File: config.mk
export PLATFORM = sky130hd
export DESIGN_NAME = bank_mapper_with_irq_counter
export DESIGN_NICKNAME = d
export VERILOG_FILES = /design/src/bmirq_pkg.sv /design/src/bmirq_mod.sv /design/src/bank_mapper_with_irq_counter.sv
export SDC_FILE = /design/constraint.sdc
export NUM_CORES = 1
export LEC_CHECK = 0
export BUFFER_PORTS_ARGS = -buffer_cell sky130_fd_sc_hd__buf_2
export CAP_MARGIN = 0
export CORE_MARGIN = 1.5
export CORE_UTILIZATION = 40
export CTS_CLUSTER_DIAMETER = 100
export DETAILED_ROUTE_END_ITERATION = 10
export GPL_ROUTABILITY_DRIVEN = 0
export GPL_TIMING_DRIVEN = 0
export SKIP_CTS_REPAIR_TIMING = 1
export SLEW_MARGIN = 30
export SYNTH_ARGS = -nofsm -noshare
export SYNTH_HDL_FRONTEND = slang
export SYNTH_SLANG_ARGS = --single-unit
File: constraint.sdc
create_clock -name clk -period 5 [get_ports clk]
set_clock_uncertainty 0.1 [all_clocks]
set_input_delay 0.5 -clock clk [delete_from_list [all_inputs] [get_ports clk]]
set_output_delay 0.5 -clock clk [all_outputs]
set_load 0.005 [all_outputs]
File: src/bmirq_pkg.sv
// Shared types, codes and constants for the bank mapper with IRQ counter.
package bmirq_pkg;

	// Item codes carried on the opcode field.
	typedef enum logic [2:0] {
		OP_CPU_READ  = 3'd0,
		OP_CPU_WRITE = 3'd1,
		OP_PPU_READ  = 3'd2,
		OP_PPU_WRITE = 3'd3,
		OP_TICK      = 3'd4,
		OP_IRQ_ACK   = 3'd5,
		OP_REINIT    = 3'd6
	} op_t;

	// Sequencer states of the top level.
	typedef enum logic [1:0] {
		ST_IDLE = 2'd0,
		ST_DIV  = 2'd1,
		ST_DONE = 2'd2
	} state_t;

	// Configuration register indexes.
	localparam logic [1:0] CFG_PRG_COUNT = 2'd0;
	localparam logic [1:0] CFG_CHR_COUNT = 2'd1;

	// Register decode codes: address bits 15:12 followed by address bit 4.
	localparam logic [4:0] REG_PRG0       = 5'b1000_0;
	localparam logic [4:0] REG_PRG1       = 5'b1000_1;
	localparam logic [4:0] REG_PRG2       = 5'b1001_0;
	localparam logic [4:0] REG_AUDIO_SEL  = 5'b1001_1;
	localparam logic [4:0] REG_CHR0       = 5'b1010_0;
	localparam logic [4:0] REG_CHR1       = 5'b1010_1;
	localparam logic [4:0] REG_CHR2       = 5'b1011_0;
	localparam logic [4:0] REG_CHR3       = 5'b1011_1;
	localparam logic [4:0] REG_CHR4       = 5'b1100_0;
	localparam logic [4:0] REG_CHR5       = 5'b1100_1;
	localparam logic [4:0] REG_CHR6       = 5'b1101_0;
	localparam logic [4:0] REG_CHR7       = 5'b1101_1;
	localparam logic [4:0] REG_MIRROR     = 5'b1110_0;
	localparam logic [4:0] REG_IRQ_RELOAD = 5'b1110_1;
	localparam logic [4:0] REG_IRQ_CTRL   = 5'b1111_0;
	localparam logic [4:0] REG_IRQ_ACK    = 5'b1111_1;

	// Sound data port: address bits 15:12 and 5:4.
	localparam logic [3:0] AUDIO_PORT_HI  = 4'h9;
	localparam logic [1:0] AUDIO_PORT_LO  = 2'b11;

	// Scanline prescaler constants.
	localparam logic [9:0] PRESCALE_RELOAD = 10'd341;
	localparam logic [9:0] PRESCALE_STEP   = 10'd3;
	localparam logic [9:0] PRESCALE_WRAP   = 10'd338;

	// Reset value of the bank count registers.
	localparam logic [7:0] PRG_COUNT_RESET = 8'd8;
	localparam logic [7:0] CHR_COUNT_RESET = 8'd0;

	// Request to the modulo unit.
	typedef struct packed {
		logic        start;
		logic [7:0]  dividend;
		logic [10:0] divisor;
	} mod_req_t;

	// Status and result of the modulo unit.
	typedef struct packed {
		logic       busy;
		logic       last;
		logic [7:0] rem;
	} mod_rsp_t;

	// Initial bank of the third program window: the 8 KB total minus two.
	function automatic logic [7:0] window2_init(input logic [7:0] prg_count);
		logic [8:0] total;
		logic [8:0] diff;
		total = {prg_count, 1'b0};
		diff  = total - 9'd2;
		return (prg_count != 8'd0) ? diff[7:0] : 8'd0;
	endfunction

endpackage

File: src/bmirq_mod.sv
// Restoring modulo unit: reduces an 8-bit bank number by a bank count, one bit a cycle.
module bmirq_mod (
	input  logic                clk,
	input  logic                arst_n,
	input  bmirq_pkg::mod_req_t req,
	output bmirq_pkg::mod_rsp_t rsp
);

	logic        busy_q;
	logic [2:0]  cnt_q;
	logic [7:0]  dvd_q;
	logic [10:0] div_q;
	logic [7:0]  rem_q;

	logic [8:0]  trial;
	logic [10:0] trial_ext;
	logic [10:0] diff;
	logic [7:0]  rem_next;

	// One restoring step: shift in the next dividend bit and subtract if it fits.
	always_comb begin
		trial     = {rem_q, dvd_q[7]};
		trial_ext = {2'b00, trial};
		diff      = trial_ext - div_q;
		rem_next  = (trial_ext >= div_q) ? diff[7:0] : trial[7:0];
	end

	// Control: eight steps after each start.
	always_ff @(posedge clk or negedge arst_n) begin
		if (!arst_n) begin
			busy_q <= 1'b0;
			cnt_q  <= 3'd0;
		end else if (req.start) begin
			busy_q <= 1'b1;
			cnt_q  <= 3'd7;
		end else if (busy_q) begin
			cnt_q <= cnt_q - 3'd1;
			if (cnt_q == 3'd0) begin
				busy_q <= 1'b0;
			end
		end
	end

	// Datapath: operands are latched at start, the remainder builds up bit by bit.
	always_ff @(posedge clk) begin
		if (req.start) begin
			dvd_q <= req.dividend;
			div_q <= req.divisor;
			rem_q <= 8'd0;
		end else if (busy_q) begin
			dvd_q <= {dvd_q[6:0], 1'b0};
			rem_q <= rem_next;
		end
	end

	assign rsp.busy = busy_q;
	assign rsp.last = busy_q && (cnt_q == 3'd0);
	assign rsp.rem  = rem_q;

endmodule

File: src/bank_mapper_with_irq_counter.sv
// Top level of the cartridge bank mapper with IRQ counter and sound-port forwarder.
//
// Usage: bus accesses and events enter on the input channel (in_valid/in_ready with
// opcode, bus_address and write_data). Each item gives exactly one result on the
// output channel (out_valid/out_ready) carrying the translated offset, the claim
// flag, the mirroring mode, the IRQ line and any forwarded sound-register write.
// Bank counts are set through the configuration channel (cfg_valid/cfg_ready,
// cfg_index, cfg_data); cfg_ready is always high and writes belong in idle time.
// Every item is reduced through one shared restoring modulo unit that handles one
// bit per cycle. An accepted item takes eight modulo steps in the divide state,
// then its result is committed from the done state, and in_ready stays low until
// the sequencer is back in idle. The result sits in an output register, so the
// next item is taken while it waits; if the receiver stalls, the following item
// finishes its modulo steps and then holds until the output register frees.
// Reset clears all mapper state to its power-up values and the bank counts to 8
// and 0; a reinitialise item does the same but keeps the bank counts.
module bank_mapper_with_irq_counter (
	input  logic        clk,
	input  logic        arst_n,
	input  logic        in_valid,
	output logic        in_ready,
	input  logic [2:0]  opcode,
	input  logic [15:0] bus_address,
	input  logic [7:0]  write_data,
	output logic        out_valid,
	input  logic        out_ready,
	output logic        handled,
	output logic [21:0] mapped_offset,
	output logic [1:0]  mirroring,
	output logic        irq_line,
	output logic        audio_write,
	output logic [5:0]  audio_register,
	output logic [7:0]  audio_value,
	input  logic        cfg_valid,
	output logic        cfg_ready,
	input  logic [1:0]  cfg_index,
	input  logic [7:0]  cfg_data
);

	bmirq_pkg::state_t state_q, state_next;

	// Configuration registers.
	logic [7:0] prg_count_q;
	logic [7:0] chr_count_q;

	// Mapper state.
	logic [7:0] prg_win_q [3];
	logic [7:0] chr_slot_q [8];
	logic [1:0] mirror_q;
	logic       irq_en_q;
	logic       irq_reen_q;
	logic       irq_cycle_q;
	logic       irq_pend_q;
	logic [7:0] irq_reload_q;
	logic [7:0] irq_count_q;
	logic [9:0] presc_q;
	logic [5:0] audio_sel_q;

	// Captured item.
	bmirq_pkg::op_t op_q;
	logic [15:0]    addr_q;
	logic [7:0]     data_q;

	// Output register.
	logic        out_valid_q;
	logic        handled_q;
	logic [21:0] offset_q;
	logic [1:0]  mirroring_q;
	logic        irq_line_q;
	logic        audio_write_q;
	logic [5:0]  audio_reg_q;
	logic [7:0]  audio_val_q;

	// Handshake and sequencer controls.
	logic in_xfer;
	logic commit;

	bmirq_pkg::mod_req_t mod_req;
	bmirq_pkg::mod_rsp_t mod_rsp;

	// Bank totals.
	logic [8:0]  prg_total;
	logic [10:0] chr_total;

	// Next state and result computed from the captured item.
	logic [7:0] n_prg_win [3];
	logic [7:0] n_chr_slot [8];
	logic [1:0] n_mirror;
	logic       n_irq_en;
	logic       n_irq_reen;
	logic       n_irq_cycle;
	logic       n_irq_pend;
	logic [7:0] n_irq_reload;
	logic [7:0] n_irq_count;
	logic [9:0] n_presc;
	logic [5:0] n_audio_sel;
	logic       clock_cnt;
	logic       r_handled;
	logic [21:0] r_offset;
	logic       r_aw;
	logic [5:0] r_areg;
	logic [7:0] r_aval;
	logic [8:0] prg_bank;
	logic [4:0] reg_code;

	// Bank totals in 8 KB program units and 1 KB pattern units.
	assign prg_total = (prg_count_q == 8'd0) ? 9'd1 : {prg_count_q, 1'b0};
	assign chr_total = (chr_count_q == 8'd0) ? 11'd8 : {chr_count_q, 3'b000};

	// Sequencer next state.
	always_comb begin
		state_next = state_q;
		case (state_q)
			bmirq_pkg::ST_IDLE: begin
				if (in_xfer) begin
					state_next = bmirq_pkg::ST_DIV;
				end
			end
			bmirq_pkg::ST_DIV: begin
				if (mod_rsp.last) begin
					state_next = bmirq_pkg::ST_DONE;
				end
			end
			bmirq_pkg::ST_DONE: begin
				if (commit) begin
					state_next = bmirq_pkg::ST_IDLE;
				end
			end
			default: begin
				state_next = bmirq_pkg::ST_IDLE;
			end
		endcase
	end

	// Sequencer outputs.
	always_comb begin
		in_ready = 1'b0;
		commit   = 1'b0;
		case (state_q)
			bmirq_pkg::ST_IDLE: begin
				in_ready = 1'b1;
			end
			bmirq_pkg::ST_DONE: begin
				commit = !out_valid_q || out_ready;
			end
			default: begin
				in_ready = 1'b0;
			end
		endcase
	end

	assign in_xfer = in_valid && in_ready;

	always_ff @(posedge clk or negedge arst_n) begin
		if (!arst_n) begin
			state_q <= bmirq_pkg::ST_IDLE;
		end else begin
			state_q <= state_next;
		end
	end

	// Operand selection for the modulo unit at the input transfer.
	always_comb begin
		mod_req.start = in_xfer;
		if (opcode == bmirq_pkg::OP_CPU_READ) begin
			case (bus_address[14:13])
				2'b00:   mod_req.dividend = prg_win_q[0];
				2'b01:   mod_req.dividend = prg_win_q[1];
				default: mod_req.dividend = prg_win_q[2];
			endcase
			mod_req.divisor = {2'b00, prg_total};
		end else begin
			mod_req.dividend = chr_slot_q[bus_address[12:10]];
			mod_req.divisor  = chr_total;
		end
	end

	bmirq_mod u_mod (
		.clk    (clk),
		.arst_n (arst_n),
		.req    (mod_req),
		.rsp    (mod_rsp)
	);

	// Capture the item.
	always_ff @(posedge clk) begin
		if (in_xfer) begin
			op_q   <= bmirq_pkg::op_t'(opcode);
			addr_q <= bus_address;
			data_q <= write_data;
		end
	end

	// Item effect on the mapper state and the result fields.
	always_comb begin
		n_prg_win    = prg_win_q;
		n_chr_slot   = chr_slot_q;
		n_mirror     = mirror_q;
		n_irq_en     = irq_en_q;
		n_irq_reen   = irq_reen_q;
		n_irq_cycle  = irq_cycle_q;
		n_irq_pend   = irq_pend_q;
		n_irq_reload = irq_reload_q;
		n_irq_count  = irq_count_q;
		n_presc      = presc_q;
		n_audio_sel  = audio_sel_q;
		clock_cnt    = 1'b0;
		r_handled    = 1'b0;
		r_offset     = 22'd0;
		r_aw         = 1'b0;
		r_areg       = 6'd0;
		r_aval       = 8'd0;
		reg_code     = {addr_q[15:12], addr_q[4]};
		prg_bank     = (addr_q[14:13] == 2'b11) ? (prg_total - 9'd1) : {1'b0, mod_rsp.rem};
		case (op_q)
			bmirq_pkg::OP_CPU_READ: begin
				if (addr_q[15]) begin
					r_handled = 1'b1;
					r_offset  = {prg_bank, addr_q[12:0]};
				end
			end
			bmirq_pkg::OP_CPU_WRITE: begin
				if (addr_q[15:12] == bmirq_pkg::AUDIO_PORT_HI &&
				    addr_q[5:4] == bmirq_pkg::AUDIO_PORT_LO) begin
					r_handled = 1'b1;
					r_aw      = 1'b1;
					r_areg    = audio_sel_q;
					r_aval    = data_q;
				end else begin
					r_handled = 1'b1;
					case (reg_code)
						bmirq_pkg::REG_PRG0:       n_prg_win[0] = {2'b00, data_q[5:0]};
						bmirq_pkg::REG_PRG1:       n_prg_win[1] = {2'b00, data_q[5:0]};
						bmirq_pkg::REG_PRG2:       n_prg_win[2] = {2'b00, data_q[5:0]};
						bmirq_pkg::REG_AUDIO_SEL:  n_audio_sel  = data_q[5:0];
						bmirq_pkg::REG_CHR0:       n_chr_slot[0] = data_q;
						bmirq_pkg::REG_CHR1:       n_chr_slot[1] = data_q;
						bmirq_pkg::REG_CHR2:       n_chr_slot[2] = data_q;
						bmirq_pkg::REG_CHR3:       n_chr_slot[3] = data_q;
						bmirq_pkg::REG_CHR4:       n_chr_slot[4] = data_q;
						bmirq_pkg::REG_CHR5:       n_chr_slot[5] = data_q;
						bmirq_pkg::REG_CHR6:       n_chr_slot[6] = data_q;
						bmirq_pkg::REG_CHR7:       n_chr_slot[7] = data_q;
						bmirq_pkg::REG_MIRROR:     n_mirror     = data_q[1:0];
						bmirq_pkg::REG_IRQ_RELOAD: n_irq_reload = data_q;
						bmirq_pkg::REG_IRQ_CTRL: begin
							n_irq_en    = data_q[1];
							n_irq_reen  = data_q[0];
							n_irq_cycle = data_q[2];
							n_irq_pend  = 1'b0;
							if (data_q[1]) begin
								n_irq_count = irq_reload_q;
								n_presc     = bmirq_pkg::PRESCALE_RELOAD;
							end
						end
						bmirq_pkg::REG_IRQ_ACK: begin
							n_irq_pend = 1'b0;
							n_irq_en   = irq_reen_q;
						end
						default: r_handled = 1'b0;
					endcase
				end
			end
			bmirq_pkg::OP_PPU_READ, bmirq_pkg::OP_PPU_WRITE: begin
				if (addr_q[15:13] == 3'b000 &&
				    (op_q == bmirq_pkg::OP_PPU_READ || chr_count_q == 8'd0)) begin
					r_handled = 1'b1;
					r_offset  = {4'd0, mod_rsp.rem, addr_q[9:0]};
				end
			end
			bmirq_pkg::OP_TICK: begin
				if (irq_en_q) begin
					if (irq_cycle_q) begin
						clock_cnt = 1'b1;
					end else if (presc_q <= bmirq_pkg::PRESCALE_STEP) begin
						n_presc   = presc_q + bmirq_pkg::PRESCALE_WRAP;
						clock_cnt = 1'b1;
					end else begin
						n_presc = presc_q - bmirq_pkg::PRESCALE_STEP;
					end
				end
			end
			bmirq_pkg::OP_IRQ_ACK: begin
				n_irq_pend = 1'b0;
			end
			bmirq_pkg::OP_REINIT: begin
				n_prg_win[0] = 8'd0;
				n_prg_win[1] = 8'd1;
				n_prg_win[2] = bmirq_pkg::window2_init(prg_count_q);
				for (int i = 0; i < 8; i++) begin
					n_chr_slot[i] = 8'(i);
				end
				n_mirror     = 2'd0;
				n_irq_en     = 1'b0;
				n_irq_reen   = 1'b0;
				n_irq_cycle  = 1'b0;
				n_irq_pend   = 1'b0;
				n_irq_reload = 8'd0;
				n_irq_count  = 8'd0;
				n_presc      = bmirq_pkg::PRESCALE_RELOAD;
				n_audio_sel  = 6'd0;
			end
			default: begin
				r_handled = 1'b0;
			end
		endcase
		// The counter reloads and flags an interrupt when it passes its top value.
		if (clock_cnt) begin
			if (irq_count_q == 8'hFF) begin
				n_irq_count = irq_reload_q;
				n_irq_pend  = 1'b1;
			end else begin
				n_irq_count = irq_count_q + 8'd1;
			end
		end
	end

	// Configuration registers and mapper state.
	always_ff @(posedge clk or negedge arst_n) begin
		if (!arst_n) begin
			prg_count_q  <= bmirq_pkg::PRG_COUNT_RESET;
			chr_count_q  <= bmirq_pkg::CHR_COUNT_RESET;
			prg_win_q[0] <= 8'd0;
			prg_win_q[1] <= 8'd1;
			prg_win_q[2] <= bmirq_pkg::window2_init(bmirq_pkg::PRG_COUNT_RESET);
			for (int i = 0; i < 8; i++) begin
				chr_slot_q[i] <= 8'(i);
			end
			mirror_q     <= 2'd0;
			irq_en_q     <= 1'b0;
			irq_reen_q   <= 1'b0;
			irq_cycle_q  <= 1'b0;
			irq_pend_q   <= 1'b0;
			irq_reload_q <= 8'd0;
			irq_count_q  <= 8'd0;
			presc_q      <= bmirq_pkg::PRESCALE_RELOAD;
			audio_sel_q  <= 6'd0;
		end else begin
			if (cfg_valid && cfg_ready) begin
				case (cfg_index)
					bmirq_pkg::CFG_PRG_COUNT: prg_count_q <= cfg_data;
					bmirq_pkg::CFG_CHR_COUNT: chr_count_q <= cfg_data;
					default: begin
					end
				endcase
			end
			if (commit) begin
				prg_win_q    <= n_prg_win;
				chr_slot_q   <= n_chr_slot;
				mirror_q     <= n_mirror;
				irq_en_q     <= n_irq_en;
				irq_reen_q   <= n_irq_reen;
				irq_cycle_q  <= n_irq_cycle;
				irq_pend_q   <= n_irq_pend;
				irq_reload_q <= n_irq_reload;
				irq_count_q  <= n_irq_count;
				presc_q      <= n_presc;
				audio_sel_q  <= n_audio_sel;
			end
		end
	end

	assign cfg_ready = 1'b1;

	// Output register valid flag.
	always_ff @(posedge clk or negedge arst_n) begin
		if (!arst_n) begin
			out_valid_q <= 1'b0;
		end else if (commit) begin
			out_valid_q <= 1'b1;
		end else if (out_ready) begin
			out_valid_q <= 1'b0;
		end
	end

	// Output register payload.
	always_ff @(posedge clk) begin
		if (commit) begin
			handled_q     <= r_handled;
			offset_q      <= r_offset;
			mirroring_q   <= n_mirror;
			irq_line_q    <= n_irq_pend;
			audio_write_q <= r_aw;
			audio_reg_q   <= r_areg;
			audio_val_q   <= r_aval;
		end
	end

	assign out_valid      = out_valid_q;
	assign handled        = handled_q;
	assign mapped_offset  = offset_q;
	assign mirroring      = mirroring_q;
	assign irq_line       = irq_line_q;
	assign audio_write    = audio_write_q;
	assign audio_register = audio_reg_q;
	assign audio_value    = audio_val_q;

	// An accepted item always starts the modulo unit.
	a_xfer_starts_mod: assert property (@(posedge clk) disable iff (!arst_n)
		in_xfer |=> mod_rsp.busy && state_q == bmirq_pkg::ST_DIV)
		else $error("modulo unit not started after input transfer");

	// A result is committed only once the modulo unit has finished.
	a_commit_after_mod: assert property (@(posedge clk) disable iff (!arst_n)
		commit |-> !mod_rsp.busy)
		else $error("result committed while modulo unit busy");

	// A new result appears only through a commit.
	a_out_from_commit: assert property (@(posedge clk) disable iff (!arst_n)
		$rose(out_valid_q) |-> $past(commit))
		else $error("output valid rose without a commit");

	// A pending interrupt implies the counter is enabled.
	a_pend_needs_enable: assert property (@(posedge clk) disable iff (!arst_n)
		irq_pend_q |-> irq_en_q)
		else $error("interrupt pending while counter disabled");

endmodule
==> Word level (Yosys, flattened, before mapping) <==
Cells that the tools add are included.
{ "word_totals": {"in_bits": 42, "output_inout_bits": 44, "word_cells": 243, "register_bits": 244} }
{ "op_classes": {"n_bitwise": 1, "n_addsub": 7, "eq_ne": 55, "reduce_logical": 48, "n_mux": 89, "magnitude_cmp": 3} }
{ "op_table": {"columns": ["op", "count"], "rows": [
  ["8-bit 2-to-1 mux", 24],
  ["64-bit case mux with 2 select lines", 1],
  ["5-bit equality test (second input constant)", 16],
  ["64-bit 2-to-1 mux", 1],
  ["10-bit 2-to-1 mux", 6],
  ["4-bit AND reduction", 15],
  ["24-bit case mux with 2 select lines", 1],
  ["8-bit case mux with 2 select lines", 3],
  ["22-bit case mux with 2 select lines", 1],
  ["10-bit case mux with 3 select lines", 1],
  ["2-bit by 1-bit inequality test with 1-bit output (second input constant)", 13],
  ["1-bit 2-to-1 mux", 25],
  ["8-bit binary-select mux with 3-bit select", 1],
  ["24-bit 2-to-1 mux", 1],
  ["22-bit 2-to-1 mux", 1],
  ["19-bit 2-to-1 mux", 1],
  ["18-bit 2-to-1 mux", 1],
  ["9-bit 2-to-1 mux", 2],
  ["8-bit logical NOT", 2],
  ["2-bit inequality test (second input constant)", 8],
  ["16-bit OR reduction", 1],
  ["3-bit logical NOT", 4],
  ["6-bit 2-to-1 mux", 2],
  ["6-bit case mux with 2 select lines", 1],
  ["39 further kinds", 71]
]} }

==> Logic depth before layout (Yosys ltp) <==
Gate-level depths: netlist (run 1).
{ "depth": {"word_depth": 7, "depth_mapped": 9, "depth_no_buf": 9} }

==> By module <==
From an unflattened synthesis (run 1), not the netlist that was laid out.
{ "hier_totals": {"hier_cells": 931, "hier_area_um2": 11563.6} }
{ "by_module_without_submodules": {"columns": ["mod", "seq_area_each_um2", "cells_each", "instances", "area_per_inst_um2"], "rows": [
  ["bank_mapper_with_irq_counter", 5597.9, 788, 1, 9952.0],
  ["bmirq_mod", 830.8, 143, 1, 1611.5]
]} }

==> Worst setup path after synthesis (run 1) <==
Ideal clock, no wire load.
{ "synth_timing": {"path_kind": "register to register", "start": "reg state_q[0]", "end": "reg irq_reload_q[0]", "required_time_ns": 4.775, "arrival_time_ns": 2.256, "slack_ns": 2.519, "stages_incl_launch_ff": 8, "period_less_slack_ns": 2.481, "n_path_buf": 1, "setup_time_ns": 0.125, "path_cell_list": "dfrtp_1 nand2b_1 nand2b_1 inv_2 nand2b_4 buf_12 a21oi_4 mux2_4"} }
{ "synth_via": {"elab_chain_cells": 3} }
{ "synth_lines": {"columns": ["element", "line_no", "text"], "rows": [
  ["start: declaration", "bank_mapper_with_irq_counter.sv:40", "bmirq_pkg::state_t state_q, state_next;"],
  ["start signal: assignment", "bank_mapper_with_irq_counter.sv:156", "state_q <= bmirq_pkg::ST_IDLE;"],
  ["start signal: assignment", "bank_mapper_with_irq_counter.sv:158", "state_q <= state_next;"],
  ["2-bit equality test", "bank_mapper_with_irq_counter.sv:139", "case (state_q)"],
  ["1-bit 2-to-1 mux", "bank_mapper_with_irq_counter.sv:139", null],
  ["net commit", "bank_mapper_with_irq_counter.sv:76", "logic commit;"],
  ["4-bit AND reduction (no source line)", null, null],
  ["end signal: assignment", "bank_mapper_with_irq_counter.sv:355", "irq_reload_q <= n_irq_reload;"],
  ["end: declaration", "bank_mapper_with_irq_counter.sv:54", "logic [7:0] irq_reload_q;"]
]} }
The timed path passes the listed nets, and every way through them passes these cells.
A chain may end at the register's enable or synchronous reset.

==> Worst setup path after layout (run 1) <==
{ "layout_timing": {"start": "reg state_q[0]", "end": "reg chr_slot_q[20] (netlist bit)"} }
{ "layout_via": {"elab_chain_cells": 3} }
{ "layout_lines": {"columns": ["element", "line_no", "text"], "rows": [
  ["2-bit equality test", "bank_mapper_with_irq_counter.sv:139", null],
  ["1-bit 2-to-1 mux", "bank_mapper_with_irq_counter.sv:139", null],
  ["net commit", "bank_mapper_with_irq_counter.sv:76", null],
  ["4-bit AND reduction (no source line)", null, null],
  ["end signal: indexed assignment", "bank_mapper_with_irq_counter.sv:327", "chr_slot_q[i] <= 8'(i);"],
  ["end signal: assignment", "bank_mapper_with_irq_counter.sv:349", "chr_slot_q <= n_chr_slot;"],
  ["end: declaration", "bank_mapper_with_irq_counter.sv:48", "logic [7:0] chr_slot_q [8];"]
]} }
The timed path passes the listed nets, and every way through them passes these cells.

==> run_results.csv, run 1 <==
group,metric,value,unit
outcome,run_status,"finished, final reports clean",
grt,grt_pass1_wl,41900,um
synthesis,seq_area_frac_synth,0.568,
clock_tree,clockBufferDepth,3,
pwr,p_leak,5.51,nW
grt,antenna_found_initial,0,
routing,drtAntennaViolNets,0,
timing,fmax,352,MHz
final_layout,mostFrequentLayoutCell,"dfrtp_1",
setup_path,crit_buf_inv,2,
clock_tree,cts_tree,"yes",
floorplan,die_h,171,um
final_layout,layout-drive-gt1-share,0.231,
floorplan,core_area,27800,sq um
final_layout,most-common-layout-cells,"dfrtp_1, buf_2, nand2_1, edfxtp_1, o21ai_0",
floorplan,die-area,29300,sq um
synthesis,synthFlopType,"dfrtp_1",
synthesis,synthCells,943,
setup_path,path_delay_family,"simple AND/OR/NAND/NOR gates",
setup_path,cpMostUsedCell,"nand2b_1",
pwr,design_power_total,5.66,mW
timing,tightest_slew,0.823,ns
timing,period_needed,2.84,ns
floorplan,num_io_pins,86,
setup_path,cp_max_fo,44,
routing,drc,0,
synthesis,yosysUniqueCellTypes,80,
placed_design,post-place-ws,1.90,ns
timing,max-slew-margin-rel,0.449,
synthesis,synthAdderAreaFrac,0.0206,
synthesis,synth-simple-area-share,0.132,
setup_path,start_kind,"flop",
pwr,peakVddDrop,0.251,mV
synthesis,synth_edf_count,87,
pwr,p_per_area,430,nW/um^2
setup_path,cp-end-kind,"flop",
grt,grt_max_degree,77,
placed_design,dp_hpwl,18800,um
clock_tree,clk-insertion-delay-late,0.54,ns
synthesis,synth-xor-area-share,0.00774,
grt,grt_usage,0.186,
routing,via_per_inst,5.26,
routing,post_drt_wl_per_cell,18.3,um
final_layout,nFillCells,2568,
synthesis,syn_nets,1003,
grt,first_global_vias,7402,
synthesis,synth-seq-cells,240,
setup_path,worstPathRequired,5.32,ns
synthesis,syn_area_per_cell,12.0,sq um
floorplan,fp-row-count,61,
hold_path,hold_class,"input pin to flop",
timing,tns,0,ns
floorplan,start_util,0.407,
clock_tree,clk_pin_slew,0.06,ns
clock_tree,cts_root_buffer,"clkbuf_16",
timing,final.setup.worst_slack,2.16,ns
clock_tree,cts_buffers,26,
final_layout,multi_input_area,4610,sq um
synthesis,synth_top_family_by_area,"multiplexers",
timing,final_hold_viol_count,0,
synthesis,async_reset_ff_frac,0.604,
setup_path,ff2ff_setup_slack,2.16,ns
routing,routed_wl,26700,um
timing,slew_violations,0,
final_layout,nets,1119,
routing,vias,7661,
setup_path,cpMaxStageDelayCell,"inv_4",
setup_path,worstSetupPathType,"flop to flop",
synthesis,synth_compound_area_frac,0.108,
final_layout,ff_latch_area,6430,sq um
timing,setup_violations,0,
setup_path,critPathMaxStageDelay,0.57,ns
synthesis,syn-cell-area,11300,sq um
flow_run,maxCapViolations,0,
placed_design,io_buffers,84,
timing,rsz0062_at_grt,"no",
grt,grt_overflow,0,
routing,firstDrtPassIters,4,
timing,fin_crit_sh,0.567,
clock_tree,h-tree-depth,1,
setup_path,crit_chain,"nand2b_1, nand2b_1, inv_4, nand2b_4, buf_12, nor2_4, mux2_1",
synthesis,synth_warnings,0,
floorplan,chipWidth,171,um
setup_path,cp.arrival,3.16,ns
final_layout,antenna_cells,0,
final_layout,area_growth,16.1,%
clock_tree,clock_sinks,240,
routing,dr.first_iter.drc_count,588,
synthesis,synth.area.mux_share,0.137,
[Yosys cell counts (5+ instances only)]
cell type,n,area [sq um]
a211oi_1,7,52.6
a21oi_1,55,275
a22o_1,5,43.8
a31oi_1,14,87.6
and2_1,35,219
and3_1,6,37.5
buf_2,11,55.1
clkbuf_1,21,78.8
dfrtp_1,123,3080
dfstp_2,22,578
dfxtp_1,8,160
edfxtp_1,87,2610
ha_1,17,213
inv_1,30,113
mux2_1,46,518
mux2_2,35,394
mux2_4,8,120
mux2i_1,16,160
mux4_2,16,360
nand2_1,88,330
nand2b_1,5,31.3
nand3_1,9,45.0
nand3b_1,6,45.0
nand4_1,6,37.5
nor2_1,64,240
nor2_4,7,78.8
nor2b_1,8,50.1
nor3_1,13,65.1
nor4_1,7,43.8
o21a_1,6,45.0
o21ai_0,70,350
o21ai_1,5,25.0
o22a_1,5,43.8
xnor2_1,5,43.8
xor2_1,5,43.8
[power by group]
group / leakage (nW) / total [mW] / switching, mW / internal (mW)
clock: 0.395 / 1.86 / 0.781 / 1.08
sequential: 2.70 / 2.63 / 0.241 / 2.39
combinational: 2.41 / 1.17 / 0.681 / 0.490
[cell type report]
class,count,share of cell area
Inverter,31,0.00904
Timing Repair Buffer,88,0.0392
Clock inverter,14,0.00990
Sequential cell,240,0.489
Tap cell,378,0.0360
Clock buffer,34,0.0525
Buffer,37,0.0134
Multi-Input combinational cell,635,0.351
[final timing paths]
kind                                 from             end  depth (start not counted)
max                            state_q[0]  chr_slot_q[20]                          7
min                         write_data[5]       data_q[5]                          1
max reg2reg                    state_q[0]  chr_slot_q[20]                          7
min reg2reg                chr_slot_q[12]  chr_slot_q[12]                          1
max in group asynchronous          arst_n  chr_slot_q[10]                          4
min in group asynchronous          arst_n  chr_count_q[4]                          2
[through the flow]
| step | hold slack (ns) | utilization | instances | instance area, sq um |
|---|---|---|---|---|
| 2_1_floorplan | 0.104 | - | 943 | 11300 |
| 3_3_place_gp | 0.362 | 0.440 | 1405 | 12200 |
| 3_5_place_dp | 0.202 | 0.443 | 1408 | 12300 |
| 4_1_cts | -0.369 | 0.473 | 1456 | 13100 |
| 5_1_grt | 0.00955 | 0.473 | 1457 | 13100 |
| 6_report | 0.0293 | 0.473 | 1457 | 13100 |
[per-layer routing]
| layer | up-vias | share of wire | global-route usage | wire length [um] |
|---|---|---|---|---|
| li1 | 3681 | - | - | - |
| met1 | 3774 | 0.48 | 0.267 | 12700 |
| met2 | 175 | 0.46 | 0.294 | 12200 |
| met3 | 31 | 0.049 | 0.0322 | 1320 |
| met4 | 0 | 0.017 | 0.0416 | 442 |
| met5 | - | 0 | 0 | 0 |
[registers in the layout (all words and copies together), names as in the netlist, 8 cells and up]
name / flops
u_mod.dvd_q: 8
addr_q: 16
irq_count_q: 8
irq_reload_q: 8
chr_count_q: 8
presc_q: 10
u_mod.rem_q: 8
prg_count_q: 8
u_mod.div_q: 11
data_q: 8
chr_slot_q: 64
audio_value: 8
mapped_offset: 22
prg_win_q: 20
[kinds of logic after synthesis]
logic type | after synthesis
buffers and inverters | 68
other | 1
DFF | 240
AOI/OAI and AO/OA | 201
adders and majority gates | 18
and+or+nand+nor | 284
muxes | 121
xor gates and xnor gates | 10
[worst reg2reg max path: cells and delay by family (launching register included)]
kind / cells / cell delay [ns]
buffers and inverters: 2 / 0.76
flip-flops: 1 / 0.42
multiplexers: 1 / 0.37
AND/OR/NAND/NOR: 4 / 1.08
Note: power is estimated with default switching activity, not from simulation.
==> inputs of run 2 (changes only) <==
--- a/config.mk
+++ b/config.mk
@@ -5,6 +5,7 @@
 export SDC_FILE = /design/constraint.sdc
 export NUM_CORES = 1
 export LEC_CHECK = 0
+export ABC_AREA = 1
 export BUFFER_PORTS_ARGS = -buffer_cell sky130_fd_sc_hd__buf_2
 export CAP_MARGIN = 0
 export CORE_MARGIN = 1.5
==> constraint.sdc (replaced) <==
create_clock -name clk -period 2.65 [get_ports clk]
set_clock_uncertainty 0.1 [all_clocks]
set_input_delay 0.265 -clock clk [delete_from_list [all_inputs] [get_ports clk]]
set_output_delay 0.265 -clock clk [all_outputs]
set_load 0.005 [all_outputs]
==> run 2 against run 1 <==
Net effect: flip-flop and latch count is the same; largest cell class unchanged; die area grew 2.4%; combinational power grew 100%; synthesized cell count grew 43%; critical path type unchanged; largest power group unchanged; critical path depth grew 3; via count grew 23%; non-clock buffer count grew 41; wire length grew 11%.
==> run_results.csv, run 2 <==
group,metric,value,unit
setup_path,cp-end-kind,"flop",
synthesis,yosysUniqueCellTypes,42,
hold_path,hold_path_depth,4,
setup_path,worst_r2r_path_depth,10,
pwr,combPwrFrac,0.212,
final_layout,nets,1559,
setup_path,ff2ff_setup_slack,0.24,ns
clock_tree,h-tree-depth,1,
setup_path,r2r-start,"state_q[0]",
timing,slew_violations,0,
grt,grt_pass1_wl,48400,um
setup_path,crit_chain,"inv_1, nand2_1, nor2_4, buf_16, buf_16, nand2_4, nor2_2, buf_2, nand2_1, o21ai_0",
synthesis,synthCells,1345,
final_layout,utilization,0.485,
floorplan,die_h,173,um
final_layout,stdcell_area,13900,sq um
placed_design,postPlaceCellArea,12600,sq um
floorplan,chipWidth,173,um
synthesis,synth.most_common_cell,"nand2_1",
outcome,run_status,"finished, final reports clean",
floorplan,core_area,28600,sq um
clock_tree,cts_tree,"yes",
setup_path,cp.arrival,2.77,ns
setup_path,critPathMaxStageDelay,0.37,ns
routing,drtAntennaViolNets,0,
final_layout,mostFrequentLayoutCell,"nand2_1",
timing,final_hold_viol_count,0,
timing,setup_violations,0,
placed_design,io_buffers,84,
grt,first_global_vias,9125,
flow_run,maxCapViolations,0,
setup_path,start_kind,"flop",
hold_path,hold_class,"input pin to flop",
synthesis,synth-seq-cells,240,
pwr,p_leak,6.45,nW
setup_path,cp_max_fo,23,
placed_design,dp.cells,1817,
final_layout,area_growth,19.8,%
timing,fin_crit_sh,0.911,
clock_tree,clock_sinks,240,
routing,dr.first_iter.drc_count,837,
pwr,p_per_area,812,nW/um^2
routing,via_per_inst,4.96,
setup_path,worstReg2RegEnd,"chr_slot_q[23]",
timing,period_needed,2.41,ns
timing,tns,0,ns
floorplan,fp-row-count,62,
pwr,power.share.sequential,0.449,
pwr,design_power_total,11.3,mW
final_layout,nFillCells,2747,
final_layout,layout-drive-gt1-share,0.135,
pwr,clockPowerShare,0.339,
grt,grt_overflow,0,
floorplan,start_util,0.405,
floorplan,num_io_pins,86,
synthesis,synth.largest_area_cell,"dfrtp_1",
synthesis,synth_common_cells,"nand2_1, inv_1, o21ai_0",
final_layout,fin_cells,1904,
grt,antenna_found_initial,0,
placed_design,dp_hpwl,21200,um
synthesis,ys_top_cells_by_area,"dfrtp_1, edfxtp_1, nand2_1",
grt,grt_usage,0.201,
clock_tree,clk-insertion-delay-late,0.54,ns
final_layout,antenna_cells,0,
placed_design,post-place-ws,0.205,ns
routing,firstDrtPassIters,5,
setup_path,cpMaxStageDelayCell,"dfrtp_1",
synthesis,synthFlopType,"dfrtp_1",
pwr,swShare,0.303,
grt,grt_max_degree,78,
timing,rsz0062_at_grt,"no",
routing,routed_wl,29600,um
clock_tree,clk_pin_slew,0.06,ns
synthesis,syn_nets,1405,
clock_tree,cts_root_buffer,"clkbuf_16",
timing,max-slew-margin-rel,0.453,
synthesis,syn-cell-area,11600,sq um
pwr,peakVddDrop,0.481,mV
pwr,p_sw,3.42,mW
timing,whs,0.0576,ns
synthesis,synth_warnings,0,
setup_path,worstSetupPathType,"flop to flop",
final_layout,largest_register_ffs,64,
timing,final.setup.worst_slack,0.236,ns
timing,fmax,414,MHz
synthesis,async_reset_ff_frac,0.604,
timing,tightest_slew,0.820,ns
routing,post_drt_wl_per_cell,15.5,um
final_layout,top_register,"chr_slot_q",
pwr,p_int,7.86,mW
routing,vias,9440,
setup_path,worstPathRequired,3.01,ns
clock_tree,cts_buffers,27,
synthesis,synth_top_area_frac,0.265,
setup_path,cp-endpoint,"chr_slot_q[23]",
synthesis,synth_edf_count,87,
routing,drc,0,
floorplan,die-area,30000,sq um
clock_tree,clockBufferDepth,3,
synthesis,syn_area_per_cell,8.62,sq um
synthesis,seq_area_frac_synth,0.554,
final_layout,most-common-layout-cells,"nand2_1, inv_1, o21ai_0, dfrtp_1, nor2_1",
setup_path,cp-startpoint,"state_q[0]",
[run 2: cell count changes after synthesis, moves of 10 or more]
cell,delta
nand2_1,+280
inv_1,+123
nand3_1,+78
o21ai_0,+61
o21ai_1,+56
mux2_1,-46
and2_1,-35
mux2_2,-35
nor2_1,+35
mux2i_1,-16
mux4_2,-16
a21oi_1,-15
o22ai_1,+10
[run 2: power by group through the flow]
stage	clock (mW)	sequential, mW	combinational (mW)
after detailed placement	0	5.12	2.35
after global placement	0	5.12	2.27
after global routing	4.04	5.15	2.78
after CTS	3.90	5.06	2.36
after floorplan	0	5.01	1.67
final	3.83	5.07	2.39
[run 2: layer usage]
metal  track usage  wire length (um)  up-vias  part of all wire
met1         0.284             14200     4433              0.48
li1              -                 -     4738                 -
met3        0.0268              1300       51             0.044
met4        0.0627               767        0             0.026
met2         0.322             13300      218              0.45
met5             0                 0        -                 0
[run 2: cell families (layout without fill, tap and decap cells)]
logic type | after synthesis | in the layout | share of synthesized area
AO/OA/AOI/OAI | 277 | 277 | 0.128
adder cells (fa/ha/maj) | 18 | 18 | 0.0201
XOR/XNOR | 14 | 14 | 0.0106
AND/OR/NAND/NOR | 593 | 593 | 0.214
other | 1 | 1 | 0.000323
flip-flops | 240 | 240 | 0.554
buffers and inverters | 202 | 377 | 0.0723
[run 2: area by class of cell]
type	count	area, sq um	share of cell area
Inverter	161	606	0.0436
Buffer	41	234	0.0168
Clock inverter	17	186	0.0134
Sequential cell	240	6430	0.463
Multi-Input combinational cell	903	4330	0.311
Timing Repair Buffer	125	903	0.0650
Tap cell	384	480	0.0346
Clock buffer	33	728	0.0524
[run 2: how the worst min path moves through the flow]
stage / start / end / slack, ns
after floorplan: arst_n / audio_sel_q[0] / -0.13
after global placement: bus_address[4] / addr_q[4] / 0.34
after detailed placement: arst_n / out_valid / 0.19
after CTS: arst_n / chr_count_q[7] / -0.38
after global routing: cfg_valid / prg_count_q[3] / 0.1
final: cfg_valid / prg_count_q[3] / 0.06
[run 2: critical path: cells and delay by family (launching register included)]
kind,cells,cell delay [ns]
simple gates,5,0.97
buf+inv,4,0.79
flops,1,0.37
compound gates,1,0.08
==> inputs of run 3 (changes only) <==
--- a/config.mk
+++ b/config.mk
@@ -14,6 +14,7 @@
 export DETAILED_ROUTE_END_ITERATION = 10
 export GPL_ROUTABILITY_DRIVEN = 0
 export GPL_TIMING_DRIVEN = 0
+export PLACE_DENSITY = 0.67
 export SKIP_CTS_REPAIR_TIMING = 1
 export SLEW_MARGIN = 30
 export SYNTH_ARGS = -nofsm -noshare
==> run 3 against run 2 <==
Net effect: critical path depth fell by 2; clock-buffer cell count fell by 3; via count rose by 1.1%; flip-flop and latch count did not move; clock power fell by 6.0%; final cell count fell by 0.21%; sequential share of layout area rose by 0.21 points; sequential power barely moved; wire length fell by 2.5%; setup slack improved by 0.012 ns; core utilization fell by 0.22 points; non-clock buffer count did not move; highest routed layer unchanged.
==> run_results.csv, run 3 (synthesis results as in run 2) <==
group,metric,value,unit
timing,max-slew-margin-rel,0.442,
clock_tree,clk-insertion-delay-late,0.53,ns
outcome,run_status,"finished, final reports clean",
grt,antenna_found_initial,1,
clock_tree,clock_sinks,240,
pwr,peakVddDrop,0.548,mV
clock_tree,cts_buffers,25,
final_layout,top_register,"chr_slot_q",
setup_path,critPathMaxStageDelay,0.52,ns
placed_design,dp.cells,1818,
setup_path,start_kind,"flop",
final_layout,area_growth,19.3,%
clock_tree,h-tree-depth,1,
setup_path,crit_chain,"inv_1, nand2_1, nor2_4, buf_16, nand2_4, a21oi_2, buf_2, o21ai_0",
flow_run,maxCapViolations,0,
timing,slew_violations,0,
setup_path,cp-end-kind,"flop",
final_layout,most-common-layout-cells,"nand2_1, inv_1, o21ai_0, dfrtp_1, nor2_1",
pwr,p_sw,3.40,mW
setup_path,cpMaxStageDelayCell,"nor2_4",
placed_design,dp_hpwl,21000,um
clock_tree,clockBufferDepth,3,
timing,whs,0.0187,ns
pwr,combPwrFrac,0.216,
pwr,design_power_total,11.1,mW
grt,first_global_vias,8930,
grt,grt_max_degree,68,
clock_tree,clk_pin_slew,0.06,ns
final_layout,nFillCells,2703,
setup_path,worstSetupPathType,"flop to flop",
pwr,p_per_area,800,nW/um^2
routing,drtAntennaViolNets,0,
floorplan,num_io_pins,86,
timing,fmax,416,MHz
final_layout,stdcell_area,13800,sq um
pwr,p_leak,6.41,nW
pwr,swShare,0.308,
final_layout,utilization,0.483,
setup_path,crit_cells,8,
setup_path,worstPathRequired,2.93,ns
hold_path,hold_path_depth,1,
routing,dr.first_iter.drc_count,729,
timing,period_needed,2.40,ns
floorplan,core_area,28600,sq um
pwr,p_int,7.66,mW
floorplan,die-area,30000,sq um
final_layout,mostFrequentLayoutCell,"nand2_1",
hold_path,hold_class,"input pin to flop",
routing,vias,9547,
floorplan,die_h,173,um
grt,grt_overflow,0,
setup_path,cp.arrival,2.69,ns
pwr,power.share.sequential,0.458,
timing,final.setup.worst_slack,0.248,ns
grt,grt_pass1_wl,46500,um
final_layout,fin_cells,1900,
timing,tightest_slew,0.834,ns
timing,setup_violations,0,
setup_path,crit_buf_inv,3,
timing,final_hold_viol_count,0,
grt,grt_usage,0.191,
routing,routed_wl,28900,um
timing,fin_crit_sh,0.907,
routing,post_drt_wl_per_cell,15.2,um
setup_path,worst_r2r_path_depth,8,
setup_path,cp_max_fo,17,
final_layout,antenna_cells,0,
clock_tree,cts_tree,"yes",
routing,drc,0,
routing,firstDrtPassIters,5,
timing,tns,0,ns
routing,via_per_inst,5.02,
final_layout,layout-drive-gt1-share,0.133,
timing,rsz0062_at_grt,"no",
placed_design,postPlaceCellArea,12600,sq um
placed_design,post-place-ws,0.239,ns
final_layout,nets,1557,
pwr,clockPowerShare,0.326,
clock_tree,cts_root_buffer,"clkbuf_16",
placed_design,io_buffers,84,
floorplan,chipWidth,173,um
floorplan,start_util,0.405,
setup_path,ff2ff_setup_slack,0.25,ns
setup_path,path_delay_family,"simple AND/OR/NAND/NOR gates",
floorplan,fp-row-count,62,
final_layout,largest_register_ffs,64,
[run 3: changes by cell type in the layout (fill, tap and decap cells not counted), sizes merged]
cell,change
clkinvlp,+1
dlygate4sd3,-1
clkinv,-2
buf,+1
clkbuf,-3
[run 3: worst paths after layout]
path                             endpoint            start
max in group asynchronous    prg_win_q[8]           arst_n
hold / removal                 addr_q[10]  bus_address[10]
setup / recovery           chr_slot_q[13]       state_q[0]
setup reg to reg           chr_slot_q[13]       state_q[0]
min in group asynchronous  irq_count_q[4]           arst_n
hold reg to reg              prg_win_q[2]     prg_win_q[2]
[run 3: worst reg2reg max path, cell delays in order, from the launching register on]
cell     delay (ns)
dfrtp_1        0.38
inv_1          0.07
nand2_1        0.11
nor2_4         0.52
buf_16         0.25
nand2_4        0.11
a21oi_2        0.32
buf_2          0.29
o21ai_0        0.12
[run 3: power groups by stage]
stage | clock network (mW) | logic (mW) | registers (mW)
floorplan | 0 | 1.67 | 5.01
global placement | 0 | 2.24 | 5.12
detailed placement | 0 | 2.34 | 5.12
CTS | 3.65 | 2.35 | 5.06
global route | 3.79 | 2.73 | 5.14
finish | 3.60 | 2.39 | 5.07
[run 3: routing by layer]
layer | part of all wire | wire length, um | vias up | track usage
li1 | - | - | 4733 | -
met1 | 0.46 | 13100 | 4451 | 0.269
met2 | 0.46 | 13400 | 308 | 0.307
met3 | 0.057 | 1660 | 55 | 0.0261
met4 | 0.024 | 702 | 0 | 0.0605
met5 | 0 | 0 | - | 0
[run 3: cell type report]
| type | count | area [sq um] | share of cell area |
|---|---|---|---|
| clock buffers | 30 | 644 | 0.0466 |
| flip-flops and latches | 240 | 6430 | 0.465 |
| repair buffers | 125 | 921 | 0.0666 |
| well taps | 384 | 480 | 0.0347 |
| inverters | 161 | 606 | 0.0438 |
| clock inverters | 16 | 189 | 0.0137 |
| multi-input cells | 903 | 4330 | 0.313 |
| plain buffers | 41 | 234 | 0.0169 |
